`config.mk`:
```
export PLATFORM = sky130hd
export DESIGN_NAME = ac3_eac3_header_decoder
export DESIGN_NICKNAME = d
export VERILOG_FILES = /design/src/rtl/core/ac3eac_pkg.sv /design/src/rtl/core/ac3eac_front.sv /design/src/rtl/core/ac3eac_queue.sv /design/src/rtl/core/ac3eac_div.sv /design/src/rtl/core/ac3eac_back.sv /design/src/rtl/core/ac3_eac3_header_decoder.sv
export VERILOG_INCLUDE_DIRS = /design/src /design/src/rtl/core
export SDC_FILE = /design/constraint.sdc
export NUM_CORES = 1
export LEC_CHECK = 0
export BUFFER_PORTS_ARGS = -buffer_cell sky130_fd_sc_hd__clkbuf_2
export CAP_MARGIN = 20
export CORE_MARGIN = 2
export CORE_UTILIZATION = 33
export CTS_BUF_LIST = sky130_fd_sc_hd__clkbuf_4
export DETAILED_ROUTE_END_ITERATION = 12
export PLACE_DENSITY = 0.45
export SLEW_MARGIN = 25
export SYNTH_ARGS = -nofsm -noshare
export SYNTH_HDL_FRONTEND = slang
export SYNTH_HIERARCHICAL = 1
export SYNTH_SLANG_ARGS = --single-unit
export TNS_END_PERCENT = 20
```
`constraint.sdc`:
```
create_clock -name clk_i -period 14.5 [get_ports clk_i]
set_input_delay 0 -clock clk_i [delete_from_list [all_inputs] [get_ports clk_i]]
set_output_delay 0 -clock clk_i [all_outputs]
set_load 0.02 [all_outputs]
```
`src/rtl/core/ac3_eac3_header_decoder_defines.svh`:
```
// Assertion macros shared by the header decoder RTL.
// Depends on nothing; the asserting modules name their clock clk_i and reset rst_ni.
`ifndef AC3_EAC3_HEADER_DECODER_DEFINES_SVH
`define AC3_EAC3_HEADER_DECODER_DEFINES_SVH
`ifndef SYNTHESIS
// Property checked on every clock edge outside reset.
`define AC3EAC_ASSERT(lbl, prop) \
  lbl: assert property (@(posedge clk_i) disable iff (!rst_ni) prop) else $error("check failed");
// Condition that must never be true outside reset.
`define AC3EAC_NEVER(lbl, cond) \
  `AC3EAC_ASSERT(lbl, !(cond))
`else
`define AC3EAC_ASSERT(lbl, prop)
`define AC3EAC_NEVER(lbl, cond)
`endif
`endif

```
`src/rtl/core/ac3eac_pkg.sv`:
```
// Types, constants and lookup tables for the AC-3 / E-AC-3 header decoder.
// Used by every module of the block; depends on nothing.
package ac3eac_pkg;

  localparam int HdrW = 56;
  localparam int QDepth = 2;
  localparam int QPtrW = 1;
  localparam int QCntW = 2;
  localparam int DivW = 32;
  localparam int DivStepsPerCycle = 4;
  localparam int DivCntW = 3;
  localparam logic [15:0] SyncWord = 16'h0B77;
  localparam logic [4:0] BsidEac3Above = 5'd10;
  localparam logic [19:0] TicksBits = 20'd720000;  // 8 bits per byte times 90 kHz

  typedef enum logic [2:0] {
    ST_OK        = 3'd0,
    ST_BAD_SYNC  = 3'd1,
    ST_RSV_TYPE  = 3'd2,
    ST_SHORT     = 3'd3,
    ST_RSV_RATE  = 3'd4,
    ST_BAD_CODE  = 3'd5
  } status_e;

  typedef enum logic [2:0] {
    B_IDLE,
    B_DIV1,
    B_MUL,
    B_DIV2,
    B_OUT
  } back_state_e;

  // One classified header, as it travels from front to back.
  typedef struct packed {
    status_e       status;
    logic          enhanced;
    logic [12:0]   frame_bytes;
    logic [15:0]   sample_rate;
    logic [2:0]    channels;
    logic [DivW-1:0] rate_num;
    logic [7:0]    rate_den;
  } hdr_item_t;

  function automatic logic [15:0] rate_hz(input logic [1:0] code);
    logic [15:0] r;
    begin
      case (code)
        2'd0: r = 16'd48000;
        2'd1: r = 16'd44100;
        2'd2: r = 16'd32000;
        default: r = 16'd0;
      endcase
      return r;
    end
  endfunction

  function automatic logic [2:0] mode_channels(input logic [2:0] acmod);
    logic [2:0] c;
    begin
      case (acmod)
        3'd0: c = 3'd2;
        3'd1: c = 3'd1;
        3'd2: c = 3'd2;
        3'd3: c = 3'd3;
        3'd4: c = 3'd3;
        3'd5: c = 3'd4;
        3'd6: c = 3'd4;
        default: c = 3'd5;
      endcase
      return c;
    end
  endfunction

  function automatic logic [9:0] kbps(input logic [4:0] idx);
    logic [9:0] k;
    begin
      case (idx)
        5'd0: k = 10'd32;   5'd1: k = 10'd40;   5'd2: k = 10'd48;
        5'd3: k = 10'd56;   5'd4: k = 10'd64;   5'd5: k = 10'd80;
        5'd6: k = 10'd96;   5'd7: k = 10'd112;  5'd8: k = 10'd128;
        5'd9: k = 10'd160;  5'd10: k = 10'd192; 5'd11: k = 10'd224;
        5'd12: k = 10'd256; 5'd13: k = 10'd320; 5'd14: k = 10'd384;
        5'd15: k = 10'd448; 5'd16: k = 10'd512; 5'd17: k = 10'd576;
        5'd18: k = 10'd640;
        default: k = 10'd0;
      endcase
      return k;
    end
  endfunction

  // Frame words at 44.1 kHz for the even size code of each pair.
  function automatic logic [10:0] words_44k(input logic [4:0] idx);
    logic [10:0] w;
    begin
      case (idx)
        5'd0: w = 11'd69;    5'd1: w = 11'd87;    5'd2: w = 11'd104;
        5'd3: w = 11'd121;   5'd4: w = 11'd139;   5'd5: w = 11'd174;
        5'd6: w = 11'd208;   5'd7: w = 11'd243;   5'd8: w = 11'd278;
        5'd9: w = 11'd348;   5'd10: w = 11'd417;  5'd11: w = 11'd487;
        5'd12: w = 11'd557;  5'd13: w = 11'd696;  5'd14: w = 11'd835;
        5'd15: w = 11'd975;  5'd16: w = 11'd1114; 5'd17: w = 11'd1253;
        5'd18: w = 11'd1393;
        default: w = 11'd0;
      endcase
      return w;
    end
  endfunction

endpackage

```
`src/rtl/core/ac3eac_front.sv`:
```
// Front end: checks the sync word and classifies one header into a request for the back end.
// Depends on ac3eac_pkg.
module ac3eac_front import ac3eac_pkg::*; (
  input  logic [HdrW-1:0] header_bits_i,
  output hdr_item_t       item_o
);

  logic [1:0]  ftype, code, code2, fscod;
  logic [10:0] frmsiz;
  logic [12:0] fbytes;
  logic [2:0]  eac_acmod, ac_acmod;
  logic [5:0]  fsc;
  logic [15:0] eac_rate;
  logic [7:0]  eac_den;
  logic [10:0] words;
  logic        ac_lfe;
  logic [28:0] eac_num;

  assign ftype     = header_bits_i[39:38];
  assign frmsiz    = header_bits_i[34:24];
  assign code      = header_bits_i[23:22];
  assign code2     = header_bits_i[21:20];
  assign eac_acmod = header_bits_i[19:17];
  assign fscod     = header_bits_i[23:22];
  assign fsc       = header_bits_i[21:16];
  assign ac_acmod  = header_bits_i[7:5];
  assign fbytes    = {1'b0, frmsiz + 11'd0, 1'b0} + 13'd2;

  // E-AC-3 rate and block count; the reduced-rate code halves the rate and fixes six blocks.
  always_comb begin
    if (code == 2'd3) begin
      eac_rate = rate_hz(code2) >> 1;
      eac_den  = 8'd192;
    end else begin
      eac_rate = rate_hz(code);
      case (code2)
        2'd0: eac_den = 8'd32;
        2'd1: eac_den = 8'd64;
        2'd2: eac_den = 8'd96;
        default: eac_den = 8'd192;
      endcase
    end
  end

  assign eac_num = 29'(fbytes) * 29'(eac_rate);

  // AC-3 frame words per size code and rate, and the LFE bit whose place follows acmod.
  always_comb begin
    case (fscod)
      2'd0: words = {kbps(fsc[5:1]), 1'b0};
      2'd1: words = words_44k(fsc[5:1]) + {10'd0, fsc[0]};
      default: words = 11'(kbps(fsc[5:1])) * 11'd3;
    endcase
    if (ac_acmod == 3'd2) begin
      ac_lfe = header_bits_i[2];
    end else begin
      case ({ac_acmod[2], ac_acmod[0] & (ac_acmod != 3'd1)})
        2'b00: ac_lfe = header_bits_i[4];
        2'b11: ac_lfe = header_bits_i[0];
        default: ac_lfe = header_bits_i[2];
      endcase
    end
  end

  // Status and fields; a failing header carries zero work so the back end yields zeros.
  always_comb begin
    item_o = '0;
    item_o.status = ST_OK;
    item_o.rate_den = 8'd1;
    if (header_bits_i[55:40] != SyncWord) begin
      item_o.status = ST_BAD_SYNC;
    end else begin
      item_o.enhanced = header_bits_i[15:11] > BsidEac3Above;
      if (item_o.enhanced) begin
        if (ftype == 2'd3) begin
          item_o.status = ST_RSV_TYPE;
        end else if (frmsiz < 11'd3) begin
          item_o.status = ST_SHORT;
        end else if (code == 2'd3 && code2 == 2'd3) begin
          item_o.status = ST_RSV_RATE;
        end else begin
          item_o.frame_bytes = fbytes;
          item_o.sample_rate = eac_rate;
          item_o.channels = mode_channels(eac_acmod) + {2'd0, header_bits_i[16]};
          item_o.rate_num = {3'd0, eac_num};
          item_o.rate_den = eac_den;
        end
      end else begin
        if (fscod == 2'd3) begin
          item_o.status = ST_RSV_RATE;
        end else if (fsc > 6'd37) begin
          item_o.status = ST_BAD_CODE;
        end else begin
          item_o.frame_bytes = {1'b0, words, 1'b0};
          item_o.sample_rate = rate_hz(fscod);
          item_o.channels = mode_channels(ac_acmod) + {2'd0, ac_lfe};
          item_o.rate_num = DivW'(kbps(fsc[5:1])) * DivW'(10'd1000);
          item_o.rate_den = 8'd1;
        end
      end
    end
  end

endmodule

```
`src/rtl/core/ac3eac_queue.sv`:
```
// Two-entry queue of classified requests between the front and back ends.
// Depends on ac3eac_pkg and the assertion macro header.
`include "ac3_eac3_header_decoder_defines.svh"
module ac3eac_queue import ac3eac_pkg::*; (
  input  logic      clk_i,
  input  logic      rst_ni,
  input  logic      push_i,
  input  hdr_item_t item_i,
  output logic      full_o,
  input  logic      pop_i,
  output logic      empty_o,
  output hdr_item_t item_o
);

  hdr_item_t             mem_q [QDepth];
  logic [QPtrW-1:0]      wr_ptr_q, rd_ptr_q;
  logic [QCntW-1:0]      count_q;
  logic                  do_push, do_pop;

  assign full_o  = count_q == QCntW'(QDepth);
  assign empty_o = count_q == '0;
  assign do_push = push_i && !full_o;
  assign do_pop  = pop_i && !empty_o;
  assign item_o  = mem_q[rd_ptr_q];

  // Storage is written only on an accepted request.
  always_ff @(posedge clk_i) begin
    if (do_push) begin
      mem_q[wr_ptr_q] <= item_i;
    end
  end

  // Pointers and fill count.
  always_ff @(posedge clk_i or negedge rst_ni) begin
    if (!rst_ni) begin
      wr_ptr_q <= '0;
      rd_ptr_q <= '0;
      count_q  <= '0;
    end else begin
      if (do_push) wr_ptr_q <= wr_ptr_q + 1'b1;
      if (do_pop) rd_ptr_q <= rd_ptr_q + 1'b1;
      case ({do_push, do_pop})
        2'b10: count_q <= count_q + 1'b1;
        2'b01: count_q <= count_q - 1'b1;
        default: count_q <= count_q;
      endcase
    end
  end

  `AC3EAC_NEVER(q_overfill, count_q > QCntW'(QDepth))
  `AC3EAC_ASSERT(q_push_grows, do_push && !do_pop |=> count_q == $past(count_q) + 1'b1)
  `AC3EAC_ASSERT(q_pop_shrinks, do_pop && !do_push |=> count_q == $past(count_q) - 1'b1)
  `AC3EAC_ASSERT(q_ptr_gap, empty_o || full_o || wr_ptr_q != rd_ptr_q)

endmodule

```
`src/rtl/core/ac3eac_div.sv`:
```
// Shared restoring divider, four quotient bits per cycle.
// Depends on ac3eac_pkg.
module ac3eac_div import ac3eac_pkg::*; (
  input  logic            clk_i,
  input  logic            rst_ni,
  input  logic            start_i,
  input  logic [DivW-1:0] dividend_i,
  input  logic [DivW-1:0] divisor_i,
  output logic            done_o,
  output logic [DivW-1:0] quot_o
);

  logic [DivW-1:0]    rem_q, quo_q, div_q;
  logic [DivCntW-1:0] cnt_q;
  logic               busy_q, done_q;
  logic [DivW:0]      r;
  logic [DivW-1:0]    q;

  // Four dependent shift-compare-subtract steps.
  always_comb begin
    r = {1'b0, rem_q};
    q = quo_q;
    for (int k = 0; k < DivStepsPerCycle; k++) begin
      r = {r[DivW-1:0], q[DivW-1]};
      q = {q[DivW-2:0], 1'b0};
      if (r >= {1'b0, div_q}) begin
        r = r - {1'b0, div_q};
        q[0] = 1'b1;
      end
    end
  end

  // Operand and partial result registers.
  always_ff @(posedge clk_i) begin
    if (start_i) begin
      rem_q <= '0;
      quo_q <= dividend_i;
      div_q <= divisor_i;
    end else if (busy_q) begin
      rem_q <= r[DivW-1:0];
      quo_q <= q;
    end
  end

  // Step counter and completion flag.
  always_ff @(posedge clk_i or negedge rst_ni) begin
    if (!rst_ni) begin
      busy_q <= 1'b0;
      done_q <= 1'b0;
      cnt_q  <= '0;
    end else begin
      done_q <= busy_q && (cnt_q == '1);
      if (start_i) begin
        busy_q <= 1'b1;
        cnt_q  <= '0;
      end else if (busy_q) begin
        cnt_q <= cnt_q + 1'b1;
        if (cnt_q == '1) busy_q <= 1'b0;
      end
    end
  end

  assign done_o = done_q;
  assign quot_o = quo_q;

endmodule

```
`src/rtl/core/ac3eac_back.sv`:
```
// Back end: derives bit rate and frame duration with the shared divider, holds the result.
// Depends on ac3eac_pkg and ac3eac_div.
module ac3eac_back import ac3eac_pkg::*; (
  input  logic        clk_i,
  input  logic        rst_ni,
  input  logic        q_empty_i,
  input  hdr_item_t   item_i,
  output logic        q_pop_o,
  output logic        empty_o,
  input  logic        pop_i,
  output logic [2:0]  status_o,
  output logic        enhanced_o,
  output logic [12:0] frame_bytes_o,
  output logic [15:0] sample_rate_o,
  output logic [22:0] bit_rate_o,
  output logic [2:0]  channels_o,
  output logic [13:0] duration_ticks_o
);

  back_state_e     state_q, state_d;
  hdr_item_t       cur_q;
  logic [22:0]     br_q;
  logic [13:0]     dur_q;
  logic [DivW-1:0] prod_q;
  logic            div_start, div_done;
  logic [DivW-1:0] div_a, div_b, div_quot;
  logic            out_valid_q, out_free, load_out;
  hdr_item_t       out_q;
  logic [22:0]     out_br_q;
  logic [13:0]     out_dur_q;

  assign out_free = !out_valid_q || pop_i;

  ac3eac_div u_div (
    .clk_i      (clk_i),
    .rst_ni     (rst_ni),
    .start_i    (div_start),
    .dividend_i (div_a),
    .divisor_i  (div_b),
    .done_o     (div_done),
    .quot_o     (div_quot)
  );

  // Sequencer over bit rate division, duration product and duration division.
  always_comb begin
    state_d   = state_q;
    q_pop_o   = 1'b0;
    div_start = 1'b0;
    div_a     = item_i.rate_num;
    div_b     = {{(DivW-8){1'b0}}, item_i.rate_den};
    load_out  = 1'b0;
    unique case (state_q)
      B_IDLE: begin
        if (!q_empty_i) begin
          q_pop_o   = 1'b1;
          div_start = 1'b1;
          state_d   = B_DIV1;
        end
      end
      B_DIV1: if (div_done) state_d = B_MUL;
      B_MUL: begin
        div_start = 1'b1;
        div_a     = prod_q;
        div_b     = {{(DivW-23){1'b0}}, br_q};
        state_d   = B_DIV2;
      end
      B_DIV2: if (div_done) state_d = B_OUT;
      B_OUT: begin
        if (out_free) begin
          load_out = 1'b1;
          state_d  = B_IDLE;
        end
      end
      default: state_d = B_IDLE;
    endcase
  end

  always_ff @(posedge clk_i or negedge rst_ni) begin
    if (!rst_ni) begin
      state_q <= B_IDLE;
    end else begin
      state_q <= state_d;
    end
  end

  // Working registers of the request in progress.
  always_ff @(posedge clk_i) begin
    if (q_pop_o) cur_q <= item_i;
    if (state_q == B_DIV1 && div_done) begin
      br_q   <= div_quot[22:0];
      prod_q <= DivW'(cur_q.frame_bytes) * DivW'(TicksBits);
    end
    if (state_q == B_DIV2 && div_done) begin
      dur_q <= (br_q == '0) ? '0 : div_quot[13:0];
    end
  end

  // Result register facing the consumer.
  always_ff @(posedge clk_i) begin
    if (load_out) begin
      out_q     <= cur_q;
      out_br_q  <= br_q;
      out_dur_q <= dur_q;
    end
  end

  always_ff @(posedge clk_i or negedge rst_ni) begin
    if (!rst_ni) begin
      out_valid_q <= 1'b0;
    end else if (load_out) begin
      out_valid_q <= 1'b1;
    end else if (pop_i) begin
      out_valid_q <= 1'b0;
    end
  end

  assign empty_o          = !out_valid_q;
  assign status_o         = out_q.status;
  assign enhanced_o       = out_q.enhanced;
  assign frame_bytes_o    = out_q.frame_bytes;
  assign sample_rate_o    = out_q.sample_rate;
  assign bit_rate_o       = out_br_q;
  assign channels_o       = out_q.channels;
  assign duration_ticks_o = out_dur_q;

endmodule

```
`src/rtl/core/ac3_eac3_header_decoder.sv`:
```
// Top level of the AC-3 / E-AC-3 sync frame header decoder.
// Depends on ac3eac_pkg, ac3eac_front, ac3eac_queue and ac3eac_back.
//
//   Channel  | Handshake     | Payload
//   ---------+---------------+--------------------------------------------------
//   header   | push/full     | header_bits_i
//   result   | pop/empty     | status, enhanced, frame_bytes, sample_rate,
//            |               | bit_rate, channels, duration_ticks (_o)
//
// Each header passes the back end in order: pop from the queue, a pass of the shared
// divider for the bit rate and its completion, the duration product, a second pass
// for the duration and its completion, then the result load.
// Headers are accepted every cycle until the two-entry request queue fills.
// Reset clears the queue, the sequencer and the result valid flag.
// A waiting result stalls only the back end; the front keeps filling the queue.
module ac3_eac3_header_decoder import ac3eac_pkg::*; (
  input  logic            clk_i,
  input  logic            rst_ni,
  input  logic            push,
  output logic            full,
  input  logic [HdrW-1:0] header_bits_i,
  output logic            empty,
  input  logic            pop,
  output logic [2:0]      status_o,
  output logic            enhanced_o,
  output logic [12:0]     frame_bytes_o,
  output logic [15:0]     sample_rate_o,
  output logic [22:0]     bit_rate_o,
  output logic [2:0]      channels_o,
  output logic [13:0]     duration_ticks_o
);

  hdr_item_t front_item, q_item;
  logic      q_empty, q_pop;

  ac3eac_front u_front (
    .header_bits_i (header_bits_i),
    .item_o        (front_item)
  );

  ac3eac_queue u_queue (
    .clk_i   (clk_i),
    .rst_ni  (rst_ni),
    .push_i  (push),
    .item_i  (front_item),
    .full_o  (full),
    .pop_i   (q_pop),
    .empty_o (q_empty),
    .item_o  (q_item)
  );

  ac3eac_back u_back (
    .clk_i            (clk_i),
    .rst_ni           (rst_ni),
    .q_empty_i        (q_empty),
    .item_i           (q_item),
    .q_pop_o          (q_pop),
    .empty_o          (empty),
    .pop_i            (pop),
    .status_o         (status_o),
    .enhanced_o       (enhanced_o),
    .frame_bytes_o    (frame_bytes_o),
    .sample_rate_o    (sample_rate_o),
    .bit_rate_o       (bit_rate_o),
    .channels_o       (channels_o),
    .duration_ticks_o (duration_ticks_o)
  );

endmodule
```
==> results.sh <==
export IMPL_via_per_inst=4.996
export IMPL_worstMarginPinSlew_ns=1.146
export IMPL_die_x_um=334.5
export IMPL_seq_area_sq_um=12590
export IMPL_io_buffer_count=126
export IMPL_relSlewSlack_pct=23.58
export IMPL_grt_pass1_vias=26430
export IMPL_grt_use_total_pct=18.47
export IMPL_slowest_stage="nand3_2"
export IMPL_status="finished, final reports clean"
export IMPL_clock_latency_ns=0.96
export IMPL_rows=121
export IMPL_clkTransAtPathRegs_ns=0.07
export IMPL_antenna_found_initial=3
export IMPL_cts_setup_buffers=0
export IMPL_r2r_start="u_back/u_div/div_q[20]"
export IMPL_drt_first_pass_iters=5
export IMPL_cp_required_ns=15.21
export IMPL_maxCapViolations=0
export IMPL_finalHoldViolations=0
export IMPL_drc=0
export IMPL_h_tree_depth=3
export IMPL_reg2reg_depth=52
export IMPL_io_pins=135
export IMPL_wirelength_um=103500
export IMPL_rsz0062_at_grt="no"
export IMPL_cts_buffers=118
export IMPL_gp_congestion=0.8570
export IMPL_async_flop_share_pct=3.009
export IMPL_netlist_area_sq_um=36050
export IMPL_dieArea_sq_um=111900
export IMPL_syn_inst=3406
export IMPL_crit_path_frequent_cell="buf_4"
export IMPL_root_buffer="clkbuf_4"
export IMPL_hp_class="in -> reg"
export IMPL_slew_violations=0
export IMPL_gr_total_overflow=0
export IMPL_ys_warn_count=6
export IMPL_dp_hpwl_um=79590
export IMPL_yosysUniqueCellTypes=99
export IMPL_die_height_um=334.5
export IMPL_fin_worst_skew_ns=0.09753
export IMPL_vias=25870
export IMPL_end_kind="register"
export IMPL_initial_core_util_pct=33.21
export IMPL_crit_type="reg -> reg"
export IMPL_fillerInstances=10910
export IMPL_synth_edf_count=387
export IMPL_ys_flop_type="edfxtp_1"
export IMPL_multiInputGateArea_sq_um=21430
export IMPL_start_kind="register"
export IMPL_nNetsFinal=4295
export IMPL_setup_worst_path_start="u_back/u_div/div_q[20]"
export IMPL_grt_pass1_wl_um=159200
export IMPL_clock_path_buffers=3
export IMPL_critPathMaxStageDelay_ns=0.51
export IMPL_period_needed_ns=13.37
export IMPL_routedWlPerCell_um=19.99
export IMPL_synth_seq_cells=432
export IMPL_core_area_sq_um=108600
export IMPL_place_area_sq_um=38560
export IMPL_drive_above_1_share_pct=17.23
export IMPL_ff2ff_setup_slack_ns=1.13
export IMPL_finish_instance_area_sq_um=40530
export IMPL_syn2layout_area_growth_pct=12.44
export IMPL_drt_iter0_drc=1372
export IMPL_holdCritStartpoint="header_bits_i[31]"
export IMPL_yosysSeqAreaShare_pct=34.92
export IMPL_worst_ep_arrival_time_ns=14.07
export IMPL_finalSetupTns_ns=0
export IMPL_detail_route_antenna_nets=0
export IMPL_fmax_mhz=74.82
export IMPL_cts_sinks=432
export IMPL_syn_area_per_cell_sq_um=10.58
export IMPL_crit_fanout=20
export IMPL_cts_tree="done"
export IMPL_setup_viol=0
export IMPL_grt_max_degree=58
export IMPL_fin_crit_sh_pct=92.18
export IMPL_hold_depth=5
stage by stage:
| step | std cells | hold slack, ns | util, % | worst slack, ns |
|---|---|---|---|---|
| 6_report | 5178 | 0.1349 | 37.34 | 1.135 |
| 5_1_grt | 5177 | 0.05429 | 37.33 | 0.3602 |
| 4_1_cts | 5174 | 0.003625 | 37.33 | 1.085 |
| 3_5_place_dp | 4920 | -0.08266 | 35.53 | 1.217 |
| 3_3_place_gp | 4920 | -0.08096 | 35.51 | 1.170 |
| 2_1_floorplan | 3426 | -0.2956 | - | 3.732 |
kinds of logic (layout without fill, tap and decap cells):
| group | count (synthesis) | in the layout | share of synthesized area, % |
|---|---|---|---|
| other cells | 2 | 26 | 0.02083 |
| flops | 432 | 432 | 34.92 |
| compound gates | 635 | 635 | 11.66 |
| buf+inv | 540 | 874 | 6.127 |
| fa+ha+maj | 570 | 570 | 23.99 |
| simple gates | 799 | 799 | 10.98 |
| xor+xnor | 179 | 179 | 4.349 |
| mux | 249 | 249 | 7.949 |
metal layers:
layer | part of all wire (%) | wire length [um] | GRT usage (%)
met1 | 48 | 49290 | 25.58
met2 | 46 | 47970 | 30.18
met3 | 4.2 | 4390 | 2.729
met4 | 1.8 | 1876 | 4.639
met5 | 0 | 0 | 0
cells in the mapped netlist, types with 8 or more instances:
cell type	instances	area, sq um
nand2_1	209	784.5
and2_1	50	312.8
nand4_1	30	187.7
mux2_2	174	1959
clkbuf_1	58	217.7
dfrtp_1	13	325.3
buf_4	19	142.6
o21bai_1	17	127.6
and4_1	11	96.34
nand2b_1	40	250.2
edfxtp_1	387	11620
o21ai_0	111	555.5
a21o_1	78	585.6
nand3_1	63	315.3
or3_1	13	81.33
a21oi_1	174	870.8
xnor2_1	126	1104
nor3_1	34	170.2
dfxtp_1	32	640.6
inv_1	426	1599
xor2_1	53	464.2
fa_1	202	4044
a221oi_1	10	87.58
o31a_1	8	70.07
ha_1	368	4604
nor2b_1	47	294.0
nor2_1	213	799.5
o22ai_1	18	112.6
buf_2	18	90.09
mux2_4	31	465.5
nor4_1	18	112.6
mux2i_1	44	440.4
a311oi_1	8	70.07
and3_1	29	181.4
a211oi_1	37	277.8
a22oi_1	11	82.58
o211ai_1	16	120.1
a31oi_1	19	118.9
o21a_1	22	165.2
or2_2	12	75.07
o31ai_1	8	60.06
final timing paths:
kind / endpoint
setup / recovery: u_back/u_div/rem_q[7]
hold / removal: u_queue/mem_q[0][67]
setup reg to reg: u_back/u_div/rem_q[7]
hold reg to reg: u_back/duration_ticks_o[5]
max in group asynchronous: u_queue/rd_ptr_q
min in group asynchronous: u_back/u_div/cnt_q[0]
area by class of cell:
class,instances,share of cell area [%]
sequential,432,31.07
inverter,428,3.967
clock buffer,163,3.019
tap,1414,4.365
timing repair buffer,231,3.834
multi-input combinational,2454,52.88
clock inverter,52,0.8428
antenna,4,0.02470
state kept, by name, indices dropped and copies added, names as in the netlist, 3 cells and up:
name / flops
u_back/bit_rate_o: 23
u_back/br_q: 23
u_back/channels_o: 3
u_back/cur_q: 36
u_back/dur_q: 14
u_back/duration_ticks_o: 14
u_back/frame_bytes_o: 13
u_back/prod_q: 25
u_back/sample_rate_o: 16
u_back/state_q: 3
u_back/status_o: 3
u_back/u_div/cnt_q: 3
u_back/u_div/div_q: 32
u_back/u_div/quot_o: 32
u_back/u_div/rem_q: 32
u_queue/mem_q: 152
worst max-delay path, delay by kind of cell (launching register included):
| family | cells | cell delay (ns) |
|---|---|---|
| AND/OR/NAND/NOR | 13 | 3.19 |
| buffers and inverters | 11 | 2.20 |
| multiplexers | 3 | 0.91 |
| adder cells (fa/ha/maj) | 4 | 1.23 |
| flip-flops | 1 | 0.48 |
| AO/OA/AOI/OAI | 21 | 5.05 |
layout by cell type (no fill, tap or decap), types with 30 or more instances in the layout:
cell type / netlist / layout
inv_1: 426 / 426
edfxtp_1: 387 / 387
ha_1: 368 / 368
nor2_1: 213 / 208
nand2_1: 209 / 208
fa_1: 202 / 202
a21oi_1: 174 / 174
mux2_2: 174 / 174
clkbuf_4: 0 / 163
clkbuf_2: 0 / 126
xnor2_1: 126 / 123
o21ai_0: 111 / 111
a21o_1: 78 / 78
buf_4: 19 / 63
nand3_1: 63 / 63
xor2_1: 53 / 53
and2_1: 50 / 50
nor2b_1: 47 / 47
mux2i_1: 44 / 44
nand2b_1: 40 / 40
dlygate4sd3_1: 0 / 39
a211oi_1: 37 / 36
nor3_1: 34 / 33
dfxtp_1: 32 / 32
mux2_4: 31 / 31
nand4_1: 30 / 30
what timing repair did:
item	in CTS	in global routing
hold buffers	39	0
gates resized for setup	0	0
endpoints found under the hold margin	142	0
Power is not shown: default switching activity piles up to over one toggle a cycle in this logic, so the estimate is an artifact.
